$ cat config.mk
export PLATFORM = sky130hd
export DESIGN_NAME = sfd_front
export DESIGN_NICKNAME = d
export VERILOG_FILES = /design/src/sfd_pkg.sv /design/src/sfd_front.sv
export VERILOG_INCLUDE_DIRS = /design/src /design/src/src
export SDC_FILE = /design/constraint.sdc
export NUM_CORES = 1
export LEC_CHECK = 0
export ABC_AREA = 1
export BUFFER_PORTS_ARGS = -buffer_cell sky130_fd_sc_hd__buf_2
export CAP_MARGIN = 40
export CORE_MARGIN = 2
export CORE_UTILIZATION = 43
export DETAILED_ROUTE_END_ITERATION = 8
export PLACE_DENSITY_LB_ADDON = 0.08
export SLEW_MARGIN = 0
export SYNTH_ARGS = -nofsm -noshare
export SYNTH_HDL_FRONTEND = slang
export SYNTH_SLANG_ARGS = --single-unit
export TNS_END_PERCENT = 5
$ cat constraint.sdc
create_clock -name clock -period 2.4 [get_ports clock]
set_input_delay 0.12 -clock clock [delete_from_list [all_inputs] [get_ports clock]]
set_output_delay 0.12 -clock clock [all_outputs]
set_load 0.05 [all_outputs]
$ cat src/assert_macros.svh
// Assertion macros shared by the delay block's RTL files.
// Depends on nothing; included by the modules that check themselves.
`ifndef ASSERT_MACROS_SVH
`define ASSERT_MACROS_SVH

// Check that cons holds in the same cycle as ante.
`define SFD_ASSERT_IMPLY(label, clk, rst, ante, cons, msg) \
   label: assert property (@(posedge clk) disable iff (rst) (ante) |-> (cons)) \
      else $error(msg);

// Check that cons holds in the cycle after ante.
`define SFD_ASSERT_NEXT(label, clk, rst, ante, cons, msg) \
   label: assert property (@(posedge clk) disable iff (rst) (ante) |=> (cons)) \
      else $error(msg);

`endif

$ cat src/sfd_pkg.sv
// Shared constants, codes and types of the stereo feedback delay block.
// Depends on nothing; imported by every module of the block except sfd_ram.
package sfd_pkg;

   localparam int LINE_DEPTH_DEF  = 131072;
   localparam int SAMPLE_BITS_DEF = 24;

   localparam int DELAY_BITS     = 17;
   localparam int GAIN_BITS      = 16;
   localparam int CSR_DATA_BITS  = 17;
   localparam int CSR_INDEX_BITS = 1;

   localparam logic [DELAY_BITS-1:0] DELAY_RESET = 17'd24000;
   localparam logic [GAIN_BITS-1:0]  GAIN_RESET  = 16'd16384;
   localparam logic [GAIN_BITS-1:0]  FB_UNITY    = 16'd32768;
   localparam logic [15:0]           DC_COEF     = 16'd65208;

   // blocker state and arithmetic widths
   localparam int DC_BITS   = 32;
   localparam int PROD_BITS = 49;
   localparam int YSUM_BITS = 35;
   localparam int LSUM_BITS = 36;

   localparam logic signed [PROD_BITS-1:0] DC_ROUND = 49'sd32768;
   localparam logic signed [PROD_BITS-1:0] FB_ROUND = 49'sd16384;

   localparam int QUEUE_DEPTH = 2;

   typedef enum logic [CSR_INDEX_BITS-1:0] {
      CSR_DELAY = 1'b0,
      CSR_GAIN  = 1'b1
   } csr_index_type;

   typedef enum logic [1:0] {
      BK_IDLE,
      BK_BLOCK,
      BK_FEED,
      BK_WRITE
   } back_state_type;

   typedef struct packed {
      logic full;
      logic empty;
   } queue_status_type;

endpackage

$ cat src/sfd_front.sv
// Front of the delay block: takes frames, tracks the write slot and line fill,
// reduces the delay modulo the line depth and queues decoded frames. Uses sfd_pkg.
`include "assert_macros.svh"

module sfd_front
   import sfd_pkg::*;
#(
   parameter int LINE_DEPTH  = LINE_DEPTH_DEF,
   parameter int SAMPLE_BITS = SAMPLE_BITS_DEF
) (
   input  logic                      clock,
   input  logic                      reset,
   input  logic                      req_valid,
   output logic                      req_stall,
   input  logic [SAMPLE_BITS-1:0]    req_left_in,
   input  logic [SAMPLE_BITS-1:0]    req_right_in,
   input  logic                      csr_write,
   input  logic [CSR_INDEX_BITS-1:0] csr_index,
   input  logic [CSR_DATA_BITS-1:0]  csr_data,
   input  queue_status_type          q_status,
   output logic                      q_push,
   output logic [2*SAMPLE_BITS+2*$clog2(LINE_DEPTH):0] q_data
);

   localparam int AW        = $clog2(LINE_DEPTH);
   localparam int DIV_BITS  = AW + DELAY_BITS;
   localparam int RCP_SHIFT = AW + DELAY_BITS;
   localparam int RCP_BITS  = DELAY_BITS + 2;
   localparam int MUL_BITS  = RCP_SHIFT + DELAY_BITS;
   localparam longint RCP_L = (longint'(1) <<< RCP_SHIFT) / LINE_DEPTH;
   localparam logic [RCP_BITS-1:0] RECIP = RCP_BITS'(RCP_L);
   localparam logic [1:0] RED_STEPS = 2'd3;
   localparam logic [1:0] STEP_QUOT = 2'd3;
   localparam logic [1:0] STEP_PROD = 2'd2;
   localparam logic [1:0] STEP_REM  = 2'd1;
   localparam logic [AW-1:0] DEPTH_LOW = AW'(LINE_DEPTH);
   localparam logic [AW-1:0] LAST_SLOT = AW'(LINE_DEPTH - 1);
   localparam logic [DIV_BITS-1:0] DEPTH_WIDE = DIV_BITS'(LINE_DEPTH);

   logic [DELAY_BITS-1:0] dly_ff, dly_in;
   logic [DELAY_BITS-1:0] quo_ff, quo_in;
   logic [DELAY_BITS-1:0] prod_ff, prod_in;
   logic [1:0]            cnt_ff, cnt_in;
   logic [AW-1:0]         wp_ff, wp_in;
   logic                  wrapped_ff, wrapped_in;

   logic                  reducing;
   logic                  req_fire;
   logic [DIV_BITS-1:0]   dly_wide;
   logic [MUL_BITS-1:0]   quo_full;
   logic [DIV_BITS-1:0]   prod_full;
   logic [DELAY_BITS-1:0] rem;
   logic [AW-1:0]         d_addr;
   logic [AW:0]           diff;
   logic [AW-1:0]         rd_addr;
   logic                  rd_valid;

   assign reducing  = (cnt_ff != '0);
   assign req_stall = reducing || q_status.full;
   assign req_fire  = req_valid && !req_stall;
   assign dly_wide  = DIV_BITS'(dly_ff);
   assign d_addr    = dly_wide[AW-1:0];

   // reciprocal reduction: estimate the quotient, form quotient times depth,
   // then subtract and correct once; one step per cycle
   always_comb begin
      quo_full  = MUL_BITS'(dly_ff) * MUL_BITS'(RECIP);
      prod_full = DIV_BITS'(quo_ff) * DEPTH_WIDE;
      rem       = dly_ff - prod_ff;
      if (DIV_BITS'(rem) >= DEPTH_WIDE) begin
         rem = rem - DEPTH_WIDE[DELAY_BITS-1:0];
      end
      dly_in  = dly_ff;
      quo_in  = quo_ff;
      prod_in = prod_ff;
      cnt_in  = cnt_ff;
      if (csr_write && (csr_index == CSR_DELAY)) begin
         dly_in = csr_data[DELAY_BITS-1:0];
         cnt_in = RED_STEPS;
      end else if (reducing) begin
         case (cnt_ff)
            STEP_QUOT: quo_in  = quo_full[RCP_SHIFT +: DELAY_BITS];
            STEP_PROD: prod_in = prod_full[DELAY_BITS-1:0];
            STEP_REM:  dly_in  = rem;
            default:   dly_in  = dly_ff;
         endcase
         cnt_in = cnt_ff - 1'b1;
      end
   end

   // read slot trails the write slot; wrap with the low bits of the depth
   always_comb begin
      diff    = {1'b0, wp_ff} - {1'b0, d_addr};
      rd_addr = diff[AW] ? diff[AW-1:0] + DEPTH_LOW : diff[AW-1:0];
      rd_valid = wrapped_ff || (rd_addr < wp_ff);
   end

   always_comb begin
      wp_in      = wp_ff;
      wrapped_in = wrapped_ff;
      if (req_fire) begin
         if (wp_ff == LAST_SLOT) begin
            wp_in      = '0;
            wrapped_in = 1'b1;
         end else begin
            wp_in = wp_ff + 1'b1;
         end
      end
   end

   always_ff @(posedge clock) begin
      if (reset) begin
         dly_ff     <= DELAY_RESET;
         quo_ff     <= '0;
         prod_ff    <= '0;
         cnt_ff     <= RED_STEPS;
         wp_ff      <= '0;
         wrapped_ff <= 1'b0;
      end else begin
         dly_ff     <= dly_in;
         quo_ff     <= quo_in;
         prod_ff    <= prod_in;
         cnt_ff     <= cnt_in;
         wp_ff      <= wp_in;
         wrapped_ff <= wrapped_in;
      end
   end

   assign q_push = req_fire;
   assign q_data = {req_left_in, req_right_in, wp_ff, rd_addr, rd_valid};

   `SFD_ASSERT_IMPLY(a_delay_reduced, clock, reset, !reducing, dly_wide < DEPTH_WIDE,
      "delay not below line depth after reduction")
   `SFD_ASSERT_IMPLY(a_push_room, clock, reset, q_push, !q_status.full,
      "frame pushed into a full queue")

endmodule

==> results_dict.tcl <==
set metrics [dict create \
    status "finished, violations left" \
    violations "setup timing" \
    first_iter_violations 150 \
    antenna_found_initial 0 \
    maxSlewViolCount 0 \
    power_leakage_nw 2.35 \
    synth_enable_flop_cells 0 \
    finish.utilization_pct 61.2 \
    whs_path_depth 2 \
    layout-drive-gt1-share_pct 38.1 \
    power_frac_comb_pct 39.7 \
    cp-end-kind "output port" \
    p_total_mw 1.81 \
    maxCapViolCount 0 \
    cts.sink_count 37 \
    totalWireLength_mm 9.09 \
    cp.arrival_ns 2.86 \
    setup_violations 1 \
    syn_to_final_growth_pct 37.2 \
    io_pins 157 \
    coreArea_um2 7330 \
    place.gp.congestion 0.858 \
    crit_required_ns 2.28 \
    cp_common_cell "nand2_2" \
    clockRootBuffer "clkbuf_8" \
    grt_pass1_vias 3133 \
    pwr-share-seq_pct 35.6 \
    final.min_clock_period_ns 2.98 \
    hold_class "primary input to flip-flop" \
    power.switching_mw 0.632 \
    cpLargestDelayFamily "simple AND/OR/NAND/NOR gates" \
    fin_skew_ns 0.00428 \
    die_w_um 91.2 \
    io_buffer_count 59 \
    clk_latency_ns 0.28 \
    num_rows 31 \
    synth.cell_area_um2 3270 \
    crit_chain "inv_4 -> ha_4 -> fa_2 -> o21ai_4 -> nand2_1 -> nand2_2 -> nand2_2 -> nand2_1 -> nand2_1 -> nand2_4 -> ha_1 -> nand2_2 -> o21bai_1 -> a21oi_1 -> nor2_1 -> nand2_2 -> nand2_2 -> buf_6" \
    remaining_drc_errors 0 \
    track_usage_pct 22.0 \
    cp_slowest_cell "fa_2" \
    cts_tree "built" \
    clkPwrFrac_pct 24.7 \
    critPathKind "flip-flop to output port" \
    num_antenna_cells 0 \
    ant_nets 0 \
    ys_seq_area_share_pct 22.6 \
    rr_worst_depth 14 \
    grt_pass1_wl_mm 14.8 \
    die_area_um2 8330 \
    switching_share_pct 35.0 \
    avgSynthCellArea_um2 6.63 \
    postCtsHoldBufs 0 \
    rsz0062_at_grt "yes" \
    cp.depth 18 \
    start_util_pct 44.6 \
    ys_seq_elements 37 \
    max_slew_margin_pct 67.6 \
    clockBufferDepth 2 \
    ys.flop_type "dfxtp_1" \
    fmax_ghz 0.335 \
    worst-path-buf-inv 2 \
    wl_per_cell_um 13.2 \
    htree_levels 2 \
    dr.pass1.iters 4 \
    nNetsFinal 696 \
    dp_hpwl_mm 7.49 \
    internal-power_mw 1.18 \
    start_kind "flip-flop" \
    die_y_um 91.2 \
    synth_cell_type_count 33 \
    critPathMaxFanout 3 \
    syn-num-nets 603 \
    vias 3259 \
    final_hold_viol_count 0 \
    numCtsBuffers 5 \
    ys_async_sr_fraction_pct 0 \
    via_per_inst 4.74 \
    tightest_slew_ns 0.484 \
    ir_drop_mv 0.259 \
    fin_crit_sh_pct 124 \
    max_stage_delay_ns 0.40 \
    worst_slack_ns -0.583 \
    grt_max_degree 20 \
    yosys_warnings 0 \
    cellPowerDensity_nw_per_um2 403 \
    clkTransAtPathRegs_ns 0.07 \
    syn_inst 494 \
    gr-total-overflow 0 \
]
==> cell usage after synthesis, types with 3 or more instances <==
| library cell | instances | area, um2 |
|---|---|---|
| a211oi_1 | 3 | 22.5 |
| a21oi_1 | 37 | 185 |
| buf_4 | 49 | 368 |
| clkbuf_1 | 3 | 11.3 |
| dfxtp_1 | 37 | 741 |
| ha_1 | 36 | 450 |
| inv_1 | 81 | 304 |
| nand2_1 | 132 | 495 |
| nand3_1 | 19 | 95.1 |
| nand4_1 | 7 | 43.8 |
| nor2_1 | 29 | 109 |
| nor3_1 | 7 | 35.0 |
| o211ai_1 | 8 | 60.1 |
| o21ai_0 | 18 | 90.1 |
| o21bai_1 | 3 | 22.5 |
| xor2_1 | 8 | 70.1 |
==> area by class of cell <==
type	instances	area (um2)
Clock buffer	8	90.1
Fill cell	694	2840
Inverter	83	314
Multi-Input combinational cell	321	2220
Sequential cell	37	761
Tap cell	99	124
Timing Repair Buffer	139	977
==> power groups by stage <==
stage          Clock, mW  Combinational (mW)  Sequential (mW)
2_1_floorplan          0               0.621            0.659
3_3_place_gp           0               0.630            0.657
3_5_place_dp           0               0.639            0.658
4_1_cts            0.463               0.677            0.644
5_1_grt            0.488               0.783            0.646
6_report           0.446               0.718            0.643
==> what timing repair did <==
action	4_1_cts	5_1_grt
pin swaps	12	13
setup endpoints to repair	4	9
endpoints found under the hold margin	0	0
setup buffers	3	0
gates resized for setup	18	38
==> through the flow <==
stage                     setup TNS [ns]  worst slack [ns]  hold WS (ns)  std cells  cell area, um2
after floorplan                   -0.462            -0.462         0.189        494            3490
after global placement            -0.407            -0.407         0.240        676            4120
after detailed placement          -0.420            -0.420         0.240        676            4120
after CTS                         -0.595            -0.595       0.00894        687            4290
after global routing              -0.919            -0.761        0.0255        687            4490
final                             -0.583            -0.583        0.0235        687            4490
==> sequential cells by signal, summed over array words and instances (netlist names) <==
register,count
cnt_ff,2
d_addr,17
wp_ff,17
wrapped_ff,1
==> metal layers <==
metal | vias to the layer above | global-route usage [%] | part of all wire [%]
li1 | 1699 | - | -
met1 | 1455 | 31.4 | 49
met2 | 96 | 35.5 | 45
met3 | 9 | 3.07 | 5.3
met4 | 0 | 3.91 | 0.54
met5 | - | 0 | 0
==> cells in the final DEF, fill, tap and decap left out, types with 12 or more instances in the layout <==
cell	instances
a21oi_1	29
buf_2	50
buf_4	81
dfxtp_1	25
ha_1	24
ha_4	12
inv_1	80
nand2_1	110
nand2_2	18
nand3_1	16
nor2_1	28
o21ai_0	16
==> path summary, 6_finish.rpt <==
check,from,endpoint,slack (ns)
worst min register to register,wrapped_ff$_SDFFE_PP0P_,wrapped_ff$_SDFFE_PP0P_,0.48
worst max-delay path,wp_ff[0]$_SDFFE_PP0P_,q_data[0],-0.58
worst max register to register,wp_ff[0]$_SDFFE_PP0P_,wp_ff[11]$_SDFFE_PP0P_,0.34
worst min-delay path,reset,wrapped_ff$_SDFFE_PP0P_,0.02
==> cells by family after synthesis <==
| kind of cell | Yosys count | share of synthesized area [%] |
|---|---|---|
| AO/OA/AOI/OAI | 71 | 12.1 |
| flip-flops | 37 | 22.6 |
| buffers and inverters | 136 | 21.4 |
| AND/OR/NAND/NOR | 204 | 27.0 |
| XOR/XNOR | 9 | 2.41 |
| adder cells (fa/ha/maj) | 37 | 14.4 |
Note: power is estimated with default switching activity, not from simulation.
