==> src/assert_macros.svh <==
// Assertion macros shared by the delay block's RTL files.
// Depends on nothing; included by the modules that check themselves.
`ifndef ASSERT_MACROS_SVH
`define ASSERT_MACROS_SVH

// Check that cons holds in the same cycle as ante.
`define SFD_ASSERT_IMPLY(label, clk, rst, ante, cons, msg) \
   label: assert property (@(posedge clk) disable iff (rst) (ante) |-> (cons)) \
      else $error(msg);

// Check that cons holds in the cycle after ante.
`define SFD_ASSERT_NEXT(label, clk, rst, ante, cons, msg) \
   label: assert property (@(posedge clk) disable iff (rst) (ante) |=> (cons)) \
      else $error(msg);

`endif

==> src/sfd_pkg.sv <==
// Shared constants, codes and types of the stereo feedback delay block.
// Depends on nothing; imported by every module of the block except sfd_ram.
package sfd_pkg;

   localparam int LINE_DEPTH_DEF  = 131072;
   localparam int SAMPLE_BITS_DEF = 24;

   localparam int DELAY_BITS     = 17;
   localparam int GAIN_BITS      = 16;
   localparam int CSR_DATA_BITS  = 17;
   localparam int CSR_INDEX_BITS = 1;

   localparam logic [DELAY_BITS-1:0] DELAY_RESET = 17'd24000;
   localparam logic [GAIN_BITS-1:0]  GAIN_RESET  = 16'd16384;
   localparam logic [GAIN_BITS-1:0]  FB_UNITY    = 16'd32768;
   localparam logic [15:0]           DC_COEF     = 16'd65208;

   // blocker state and arithmetic widths
   localparam int DC_BITS   = 32;
   localparam int PROD_BITS = 49;
   localparam int YSUM_BITS = 35;
   localparam int LSUM_BITS = 36;

   localparam logic signed [PROD_BITS-1:0] DC_ROUND = 49'sd32768;
   localparam logic signed [PROD_BITS-1:0] FB_ROUND = 49'sd16384;

   localparam int QUEUE_DEPTH = 2;

   typedef enum logic [CSR_INDEX_BITS-1:0] {
      CSR_DELAY = 1'b0,
      CSR_GAIN  = 1'b1
   } csr_index_type;

   typedef enum logic [1:0] {
      BK_IDLE,
      BK_BLOCK,
      BK_FEED,
      BK_WRITE
   } back_state_type;

   typedef struct packed {
      logic full;
      logic empty;
   } queue_status_type;

endpackage

==> src/sfd_queue.sv <==
// Short queue of decoded frames between the front and back of the delay block.
// Depends on sfd_pkg and assert_macros.svh.
`include "assert_macros.svh"

module sfd_queue
   import sfd_pkg::*;
#(
   parameter int WIDTH = 97
) (
   input  logic             clock,
   input  logic             reset,
   input  logic             push,
   input  logic [WIDTH-1:0] push_data,
   input  logic             pop,
   output logic [WIDTH-1:0] pop_data,
   output queue_status_type status
);

   localparam int PW = $clog2(QUEUE_DEPTH);
   localparam logic [PW:0] FULL_COUNT = (PW+1)'(QUEUE_DEPTH);

   logic [WIDTH-1:0] slot_ff [QUEUE_DEPTH];
   logic [PW-1:0]    wr_ptr_ff, wr_ptr_in;
   logic [PW-1:0]    rd_ptr_ff, rd_ptr_in;
   logic [PW:0]      count_ff, count_in;

   always_comb begin
      wr_ptr_in = push ? wr_ptr_ff + 1'b1 : wr_ptr_ff;
      rd_ptr_in = pop ? rd_ptr_ff + 1'b1 : rd_ptr_ff;
      count_in  = count_ff;
      if (push && !pop) begin
         count_in = count_ff + 1'b1;
      end else if (pop && !push) begin
         count_in = count_ff - 1'b1;
      end
   end

   always_ff @(posedge clock) begin
      if (reset) begin
         wr_ptr_ff <= '0;
         rd_ptr_ff <= '0;
         count_ff  <= '0;
      end else begin
         wr_ptr_ff <= wr_ptr_in;
         rd_ptr_ff <= rd_ptr_in;
         count_ff  <= count_in;
      end
   end

   always_ff @(posedge clock) begin
      if (push) begin
         slot_ff[wr_ptr_ff] <= push_data;
      end
   end

   assign pop_data     = slot_ff[rd_ptr_ff];
   assign status.full  = (count_ff == FULL_COUNT);
   assign status.empty = (count_ff == '0);

   `SFD_ASSERT_IMPLY(a_no_overflow, clock, reset, push && !pop, count_ff < FULL_COUNT,
      "queue pushed while full")

endmodule

==> config.mk <==
export PLATFORM = sky130hd
export DESIGN_NAME = sfd_queue
export DESIGN_NICKNAME = d
export VERILOG_FILES = /design/src/sfd_pkg.sv /design/src/sfd_queue.sv
export VERILOG_INCLUDE_DIRS = /design/src /design/src/src
export SDC_FILE = /design/constraint.sdc
export NUM_CORES = 1
export LEC_CHECK = 0
export BUFFER_PORTS_ARGS = -buffer_cell sky130_fd_sc_hd__buf_2
export CAP_MARGIN = 20
export CELL_PAD_IN_SITES_DETAIL_PLACEMENT = 0
export CELL_PAD_IN_SITES_GLOBAL_PLACEMENT = 1
export CORE_MARGIN = 5
export CORE_UTILIZATION = 47
export CTS_CLUSTER_SIZE = 14
export DETAILED_ROUTE_END_ITERATION = 8
export GPL_TIMING_DRIVEN = 0
export PLACE_DENSITY = 0.86
export SKIP_CTS_REPAIR_TIMING = 1
export SLEW_MARGIN = 20
export SYNTH_ARGS = -nofsm -noshare
export SYNTH_HDL_FRONTEND = slang
export SYNTH_SLANG_ARGS = --single-unit
==> constraint.sdc <==
create_clock -name clock -period 9.8 [get_ports clock]
set_input_delay 1.47 -clock clock [delete_from_list [all_inputs] [get_ports clock]]
set_output_delay 1.47 -clock clock [all_outputs]
set_load 0.1 [all_outputs]
==> results.json, run 1 <==
{
  "timing.rr.start": "wr_ptr_ff",
  "reg2reg_depth": 3,
  "synth_commonest_cells": "edfxtp_1, mux2_2, mux2_4",
  "setup_viol": 0,
  "synth-warning-count": 0,
  "initialDrtViolationCount": 189,
  "wl_mm": 13.55,
  "netlist_instances": 324,
  "multiInputGateArea_mm2": 0.001316,
  "tightest_slew_ns": 0.7616,
  "rsz0062_at_grt": "no",
  "dieArea_mm2": 0.01818,
  "finalSetupTns_ns": 0,
  "worstHoldStart": "count_ff[1]",
  "cap_viol_max_count": 0,
  "fillers": 1112,
  "finalCoreUtilization_pct": 61.07,
  "critPathMostFrequentCell": "buf_6",
  "hpwlAfterDp_mm": 9.648,
  "status": "finished clean",
  "root_buffer": "clkbuf_16",
  "holdPathStages": 2,
  "synth_top_cell_by_area": "edfxtp_1",
  "diodes": 0,
  "nets": 648,
  "overflow": 0,
  "firstDrtPassIters": 5,
  "design_area_mm2": 0.009319,
  "area_growth_syn_to_layout_pct": 27.27,
  "start_kind": "flop",
  "globalplace.congestion": 0.7265,
  "synthDistinctLibCells": 16,
  "layout_setup_ws_ns": 6.462,
  "grt_max_degree": 51,
  "cts_max_level": 4,
  "start_util_pct": 47.99,
  "p_leak_nw": 3.576,
  "drive_above_1_share_pct": 61.11,
  "p_comb_share_pct": 23.5,
  "clkSinkCount": 199,
  "min_to": "count_ff[1]",
  "cp.required_ns": 8.33,
  "core_area_mm2": 0.01526,
  "fmax_mhz": 299.6,
  "relSlewSlack_pct": 49.12,
  "place_area_mm2": 0.008687,
  "cp.arrival_ns": 1.87,
  "fin_crit_sh_pct": 34.06,
  "yosys_register_bits": 199,
  "avgSynthCellArea_um2": 22.60,
  "clkTransAtPathRegs_ns": 0.06,
  "seqPwrFrac_pct": 44.1,
  "postSynthNetCount": 426,
  "power_mw": 2.280,
  "viasPerCell": 4.779,
  "switchingPower_mw": 0.7253,
  "cp_slowest_cell": "dfxtp_1",
  "clk_path_buf_depth": 2,
  "seqCellArea_mm2": 0.005926,
  "cp-end-kind": "primary output",
  "r2r-end": "slot_ff[0][63]",
  "grt_pass1_wl_mm": 21.20,
  "switching_share_pct": 31.82,
  "hp-class": "reg -> reg",
  "crit_family": "buffers and inverters",
  "yosys.area.top_type_share_pct": 79.56,
  "synth_ff_type": "edfxtp_1",
  "io_pins": 200,
  "vdd_drop_max_uv": 135.6,
  "die_h_um": 134.8,
  "portBuffers": 199,
  "insertion_delay_ns": 0.42,
  "synth_most_common_cell": "edfxtp_1",
  "synth_seq_area_share_pct": 80.93,
  "synthesis.area_mm2": 0.007322,
  "worstPathCellList": "buf_6 > buf_6 > buf_6 > mux2_4 > buf_2",
  "cts_tree": "yes",
  "period_needed_ns": 3.338,
  "netlist_top_cells_area": "edfxtp_1, mux2_2, mux2_4",
  "critical_path_buf_inv_count": 4,
  "critPathKind": "reg -> out",
  "drc": 0,
  "clkPwrFrac_pct": 32.5,
  "num_vias": 3675,
  "antenna_found_initial": 1,
  "fin_skew_ns": 0.004641,
  "synth-edff-count": 194,
  "r2r_setup_slack_ns": 8.02,
  "dp_slack_ns": 6.698,
  "intPower_mw": 1.554,
  "cts_buffers": 17,
  "ant_nets": 0,
  "power_density_mw_per_mm2": 244.6,
  "rows": 45,
  "finalMaxSlewViolations": 0,
  "fp.dieW_um": 134.8,
  "track_usage_pct": 15.22,
  "hold_viol": 0,
  "cp_max_fo": 10,
  "async_flop_share_pct": 0,
  "max_stage_delay_ns": 0.33,
  "grt_pass1_vias": 4126,
  "drt-wirelength-per-cell_um": 17.62
}
==> cells in the final DEF (no fill, tap or decap) <==
cell type	Yosys	routed
buf_2	6	205
edfxtp_1	194	194
mux2_2	67	67
mux2_4	30	30
clkbuf_16	0	17
buf_6	5	5
nor2_1	5	5
dfxtp_1	5	5
bufinv_16	0	5
clkinvlp_4	0	3
xor2_1	2	2
xnor2_1	2	2
clkbuf_1	0	2
inv_6	0	2
buf_12	0	2
buf_16	0	2
and2_4	0	1
inv_1	1	1
nor2b_1	2	1
nor2b_4	0	1
o21ai_0	1	1
or3_1	1	1
a21oi_1	1	1
ha_1	1	1
clkinv_2	0	1
clkinv_1	0	1
==> worst max path at each step <==
stage,slack [ns],endpoint,cells after the start,startpoint
floorplan,3.54,slot_ff[0][0],1,push
global placement,1.27,slot_ff[0][63],2,push
detailed placement,6.70,slot_ff[0][63],4,push
CTS,6.40,pop_data[65],5,flop
global route,6.37,pop_data[53],5,flop
finish,6.46,pop_data[65],5,flop
==> power by group through the flow <==
stage / combinational [mW] / clock [mW] / sequential, mW
after detailed placement: 0.539 / 0 / 1.02
final: 0.535 / 0.740 / 1.00
after CTS: 0.540 / 0.760 / 1.01
after global placement: 0.526 / 0 / 1.03
after floorplan: 0.445 / 0 / 1.03
after global routing: 0.554 / 0.796 / 1.01
==> cells by family (layout without fill, tap and decap cells) <==
family | count (synthesis) | in the layout | synth area share (%)
muxes | 97 | 97 | 16.46
adders and majority gates | 1 | 1 | 0.1709
AOI/OAI and AO/OA | 2 | 2 | 0.1366
DFF | 199 | 199 | 80.93
and+or+nand+nor | 9 | 9 | 0.5982
xor gates and xnor gates | 4 | 4 | 0.4786
buffers and inverters | 12 | 246 | 1.230
==> registers in the layout, indices dropped and copies added (netlist names), named ones only <==
register and cells:
wr_ptr_ff 1, count_ff 2, slot_ff 194, rd_ptr_ff 1
==> per-layer routing <==
layer	global-route usage [%]	wire [µm]	vias up
met4	5.939	258	2
met2	25.63	6782	137
met3	5.589	1162	21
met1	17.82	5330	1785
li1	-	-	1730
met5	0	13	-
==> through the flow <==
stage / std cells / hold slack, ns
floorplan: 324 / 0.4608
global placement: 734 / 0.4831
detailed placement: 738 / 0.5034
CTS: 769 / 0.5173
global route: 769 / 0.5848
finish: 769 / 0.5132
==> area by class of cell <==
type / count / share of cell area [%]
Buffer: 11 / 0.9264
Clock buffer: 19 / 4.646
Clock inverter: 12 / 2.135
Inverter: 1 / 0.04028
Multi-Input combinational cell: 113 / 14.12
Sequential cell: 199 / 63.59
Tap cell: 211 / 2.833
Timing Repair Buffer: 203 / 11.71
==> tightest hold or removal path, delay by kind of cell, from the launching register on <==
kind	cells	cell delay (ns)
flops	1	0.33
compound gates	2	0.13
(Power assumes the default switching activity.)
==> run 2, diff against run 1 <==
--- a/config.mk
+++ b/config.mk
@@ -6,16 +6,17 @@
 export SDC_FILE = /design/constraint.sdc
 export NUM_CORES = 1
 export LEC_CHECK = 0
+export ABC_AREA = 1
 export BUFFER_PORTS_ARGS = -buffer_cell sky130_fd_sc_hd__buf_2
 export CAP_MARGIN = 20
 export CELL_PAD_IN_SITES_DETAIL_PLACEMENT = 0
 export CELL_PAD_IN_SITES_GLOBAL_PLACEMENT = 1
 export CORE_MARGIN = 5
-export CORE_UTILIZATION = 47
+export CORE_UTILIZATION = 44
 export CTS_CLUSTER_SIZE = 14
 export DETAILED_ROUTE_END_ITERATION = 8
 export GPL_TIMING_DRIVEN = 0
-export PLACE_DENSITY = 0.86
+export PLACE_DENSITY = 0.81
 export SKIP_CTS_REPAIR_TIMING = 1
 export SLEW_MARGIN = 20
 export SYNTH_ARGS = -nofsm -noshare
==> constraint.sdc (replaced) <==
create_clock -name clock -period 3.5 [get_ports clock]
set_input_delay 0.525 -clock clock [delete_from_list [all_inputs] [get_ports clock]]
set_output_delay 0.525 -clock clock [all_outputs]
set_load 0.1 [all_outputs]
==> results.json, run 2 <==
{
  "status": "finished clean",
  "hp-class": "in -> reg",
  "cts_buffers": 17,
  "synthDistinctLibCells": 16,
  "synth_ff_type": "edfxtp_1",
  "drive_above_1_share_pct": 60.49,
  "root_buffer": "clkbuf_16",
  "synthSimpleGateAreaFrac_pct": 0.8349,
  "fin_skew_ns": 0.005379,
  "netlist_top_cells_area": "edfxtp_1, mux2_2, mux2_4",
  "netlist_instances": 335,
  "power_density_mw_per_mm2": 658.8,
  "avgSynthCellArea_um2": 21.92,
  "cp.arrival_ns": 1.86,
  "synth_seq_area_share_pct": 80.70,
  "yosys.area.top_type_share_pct": 79.33,
  "yosys_register_bits": 199,
  "r2r_setup_slack_ns": 1.94,
  "rsz0062_at_grt": "no",
  "initialDrtViolationCount": 138,
  "grt_pass1_vias": 4054,
  "cp.required_ns": 2.97,
  "hold_viol": 0,
  "muxShareOfSynthArea_pct": 16.41,
  "dieArea_mm2": 0.01937,
  "fmax_mhz": 418.6,
  "overflow": 0,
  "async_flop_share_pct": 0,
  "globalplace.congestion": 0.7130,
  "core_area_mm2": 0.01647,
  "top_register": "slot_ff",
  "firstDrtPassIters": 4,
  "fin_crit_sh_pct": 68.25,
  "grt_max_degree": 66,
  "synthesis.area_mm2": 0.007343,
  "track_usage_pct": 13.84,
  "diodes": 0,
  "viasPerCell": 4.794,
  "layout_commonest_cell": "buf_2",
  "portBuffers": 199,
  "drc": 0,
  "postSynthNetCount": 437,
  "design_area_mm2": 0.009409,
  "clkSinkCount": 199,
  "rows": 47,
  "clkTransAtPathRegs_ns": 0.07,
  "worstSetupEndpoint": "pop_data[59]",
  "num_vias": 3797,
  "timing.rr.start": "wr_ptr_ff",
  "start_kind": "flop",
  "synth_most_common_cell": "edfxtp_1",
  "setup_viol": 0,
  "insertion_delay_ns": 0.42,
  "relSlewSlack_pct": 62.04,
  "antenna_found_initial": 1,
  "synth_compound_area_share_pct": 0.1363,
  "ant_nets": 0,
  "area_growth_syn_to_layout_pct": 28.13,
  "cts_max_level": 4,
  "r2r-end": "slot_ff[1][67]",
  "die_h_um": 139.2,
  "cts_tree": "yes",
  "critPathKind": "reg -> out",
  "largest_reg_flops": 194,
  "reg2reg_depth": 3,
  "wl_mm": 13.29,
  "fp.dieW_um": 139.2,
  "period_needed_ns": 2.389,
  "nets": 661,
  "synth-warning-count": 0,
  "fillers": 1309,
  "tightest_slew_ns": 0.5681,
  "synth_commonest_cells": "edfxtp_1, mux2_2, mux2_4",
  "hpwlAfterDp_mm": 9.350,
  "clk_path_buf_depth": 2,
  "cp_max_fo": 10,
  "synth_top_family_by_area": "multiplexers",
  "finalMaxSlewViolations": 0,
  "drt-wirelength-per-cell_um": 16.78,
  "start_util_pct": 44.60,
  "grt_pass1_wl_mm": 20.89,
  "cp-end-kind": "primary output",
  "synth-edff-count": 194,
  "synth-adder-area-share_pct": 0.1704,
  "cap_viol_max_count": 0,
  "place_area_mm2": 0.008792,
  "p_leak_nw": 3.631,
  "finalSetupTns_ns": 0,
  "vdd_drop_max_uv": 395.8,
  "io_pins": 200,
  "worstHoldStart": "push_data[93]",
  "synth_top_cell_by_area": "edfxtp_1",
  "power_mw": 6.199,
  "synth-xor-area-share_pct": 0.1193,
  "reg.largest.list": "slot_ff: 194 flops, count_ff: 2 flops",
  "layout_common_cells": "buf_2, edfxtp_1, mux2_2"
}
## run 2: changes by cell type in the layout (fill, tap and decap cells not counted), sizes merged, moves of 2 or more
cell,before,now
nand2,0,5
nor2b,2,0
buf,214,216
xor2,2,0
bufinv,5,3
clkbuf,19,17
nor2,5,7
inv,3,15
## run 2: power by group
part / internal [mW] / switching, mW / total [mW] / leakage [nW]
sequential: 2.76 / 0.0289 / 2.78 / 1.86
clock: 1.14 / 0.858 / 2.00 / 0.292
combinational: 0.302 / 1.11 / 1.41 / 1.48
## run 2: cells by family after synthesis
logic type / after synthesis
flip-flops: 199
multiplexers: 97
buffers and inverters: 20
AND/OR/NAND/NOR: 15
AO/OA/AOI/OAI: 2
XOR/XNOR: 1
adder cells (fa/ha/maj): 1
## run 2: worst min path at each step
stage / end / cells past startpoint
6_report: slot_ff[0][93] / 1
5_1_grt: slot_ff[1][31] / 1
4_1_cts: slot_ff[0][89] / 1
3_5_place_dp: flop / 2
3_3_place_gp: rd_ptr_ff / 2
2_1_floorplan: flop / 2
## run 2: area by class of cell
type | instances | area (µm²) | area share, %
Tap cell | 220 | 275.3 | 2.926
Inverter | 9 | 38.79 | 0.4122
Sequential cell | 199 | 5926 | 62.98
Clock buffer | 17 | 425.4 | 4.521
Multi-Input combinational cell | 116 | 1305 | 13.87
Timing Repair Buffer | 205 | 1161 | 12.34
Clock inverter | 15 | 191.4 | 2.035
Buffer | 11 | 86.33 | 0.9176
## run 2: routing by layer
layer,part of all wire [%],wire length (µm),global-route usage (%),up-vias
met5,0.098,13,0,-
met4,1.6,217,5.098,2
met3,7.7,1027,5.034,20
met2,51,6791,23.45,136
met1,39,5242,16.27,1879
li1,-,-,-,1760
## run 2: per-stage QoR
stage | instances | worst slack, ns | hold WS, ns | utilization [%]
detailed placement | 760 | 1.524 | 0.5263 | 53.40
finish | 792 | 1.111 | 0.2859 | 57.14
global placement | 754 | -1.445 | 0.4947 | 52.33
CTS | 792 | 1.053 | 0.2622 | 57.14
floorplan | 335 | 0.004822 | 0.4799 | -
global route | 792 | 1.038 | 0.2555 | 57.14
## run 2: critical path, stage by stage (launching register included)
cell,delay (ns)
dfxtp_1,0.32
buf_6,0.13
buf_6,0.17
buf_6,0.20
mux2_4,0.32
buf_2,0.29
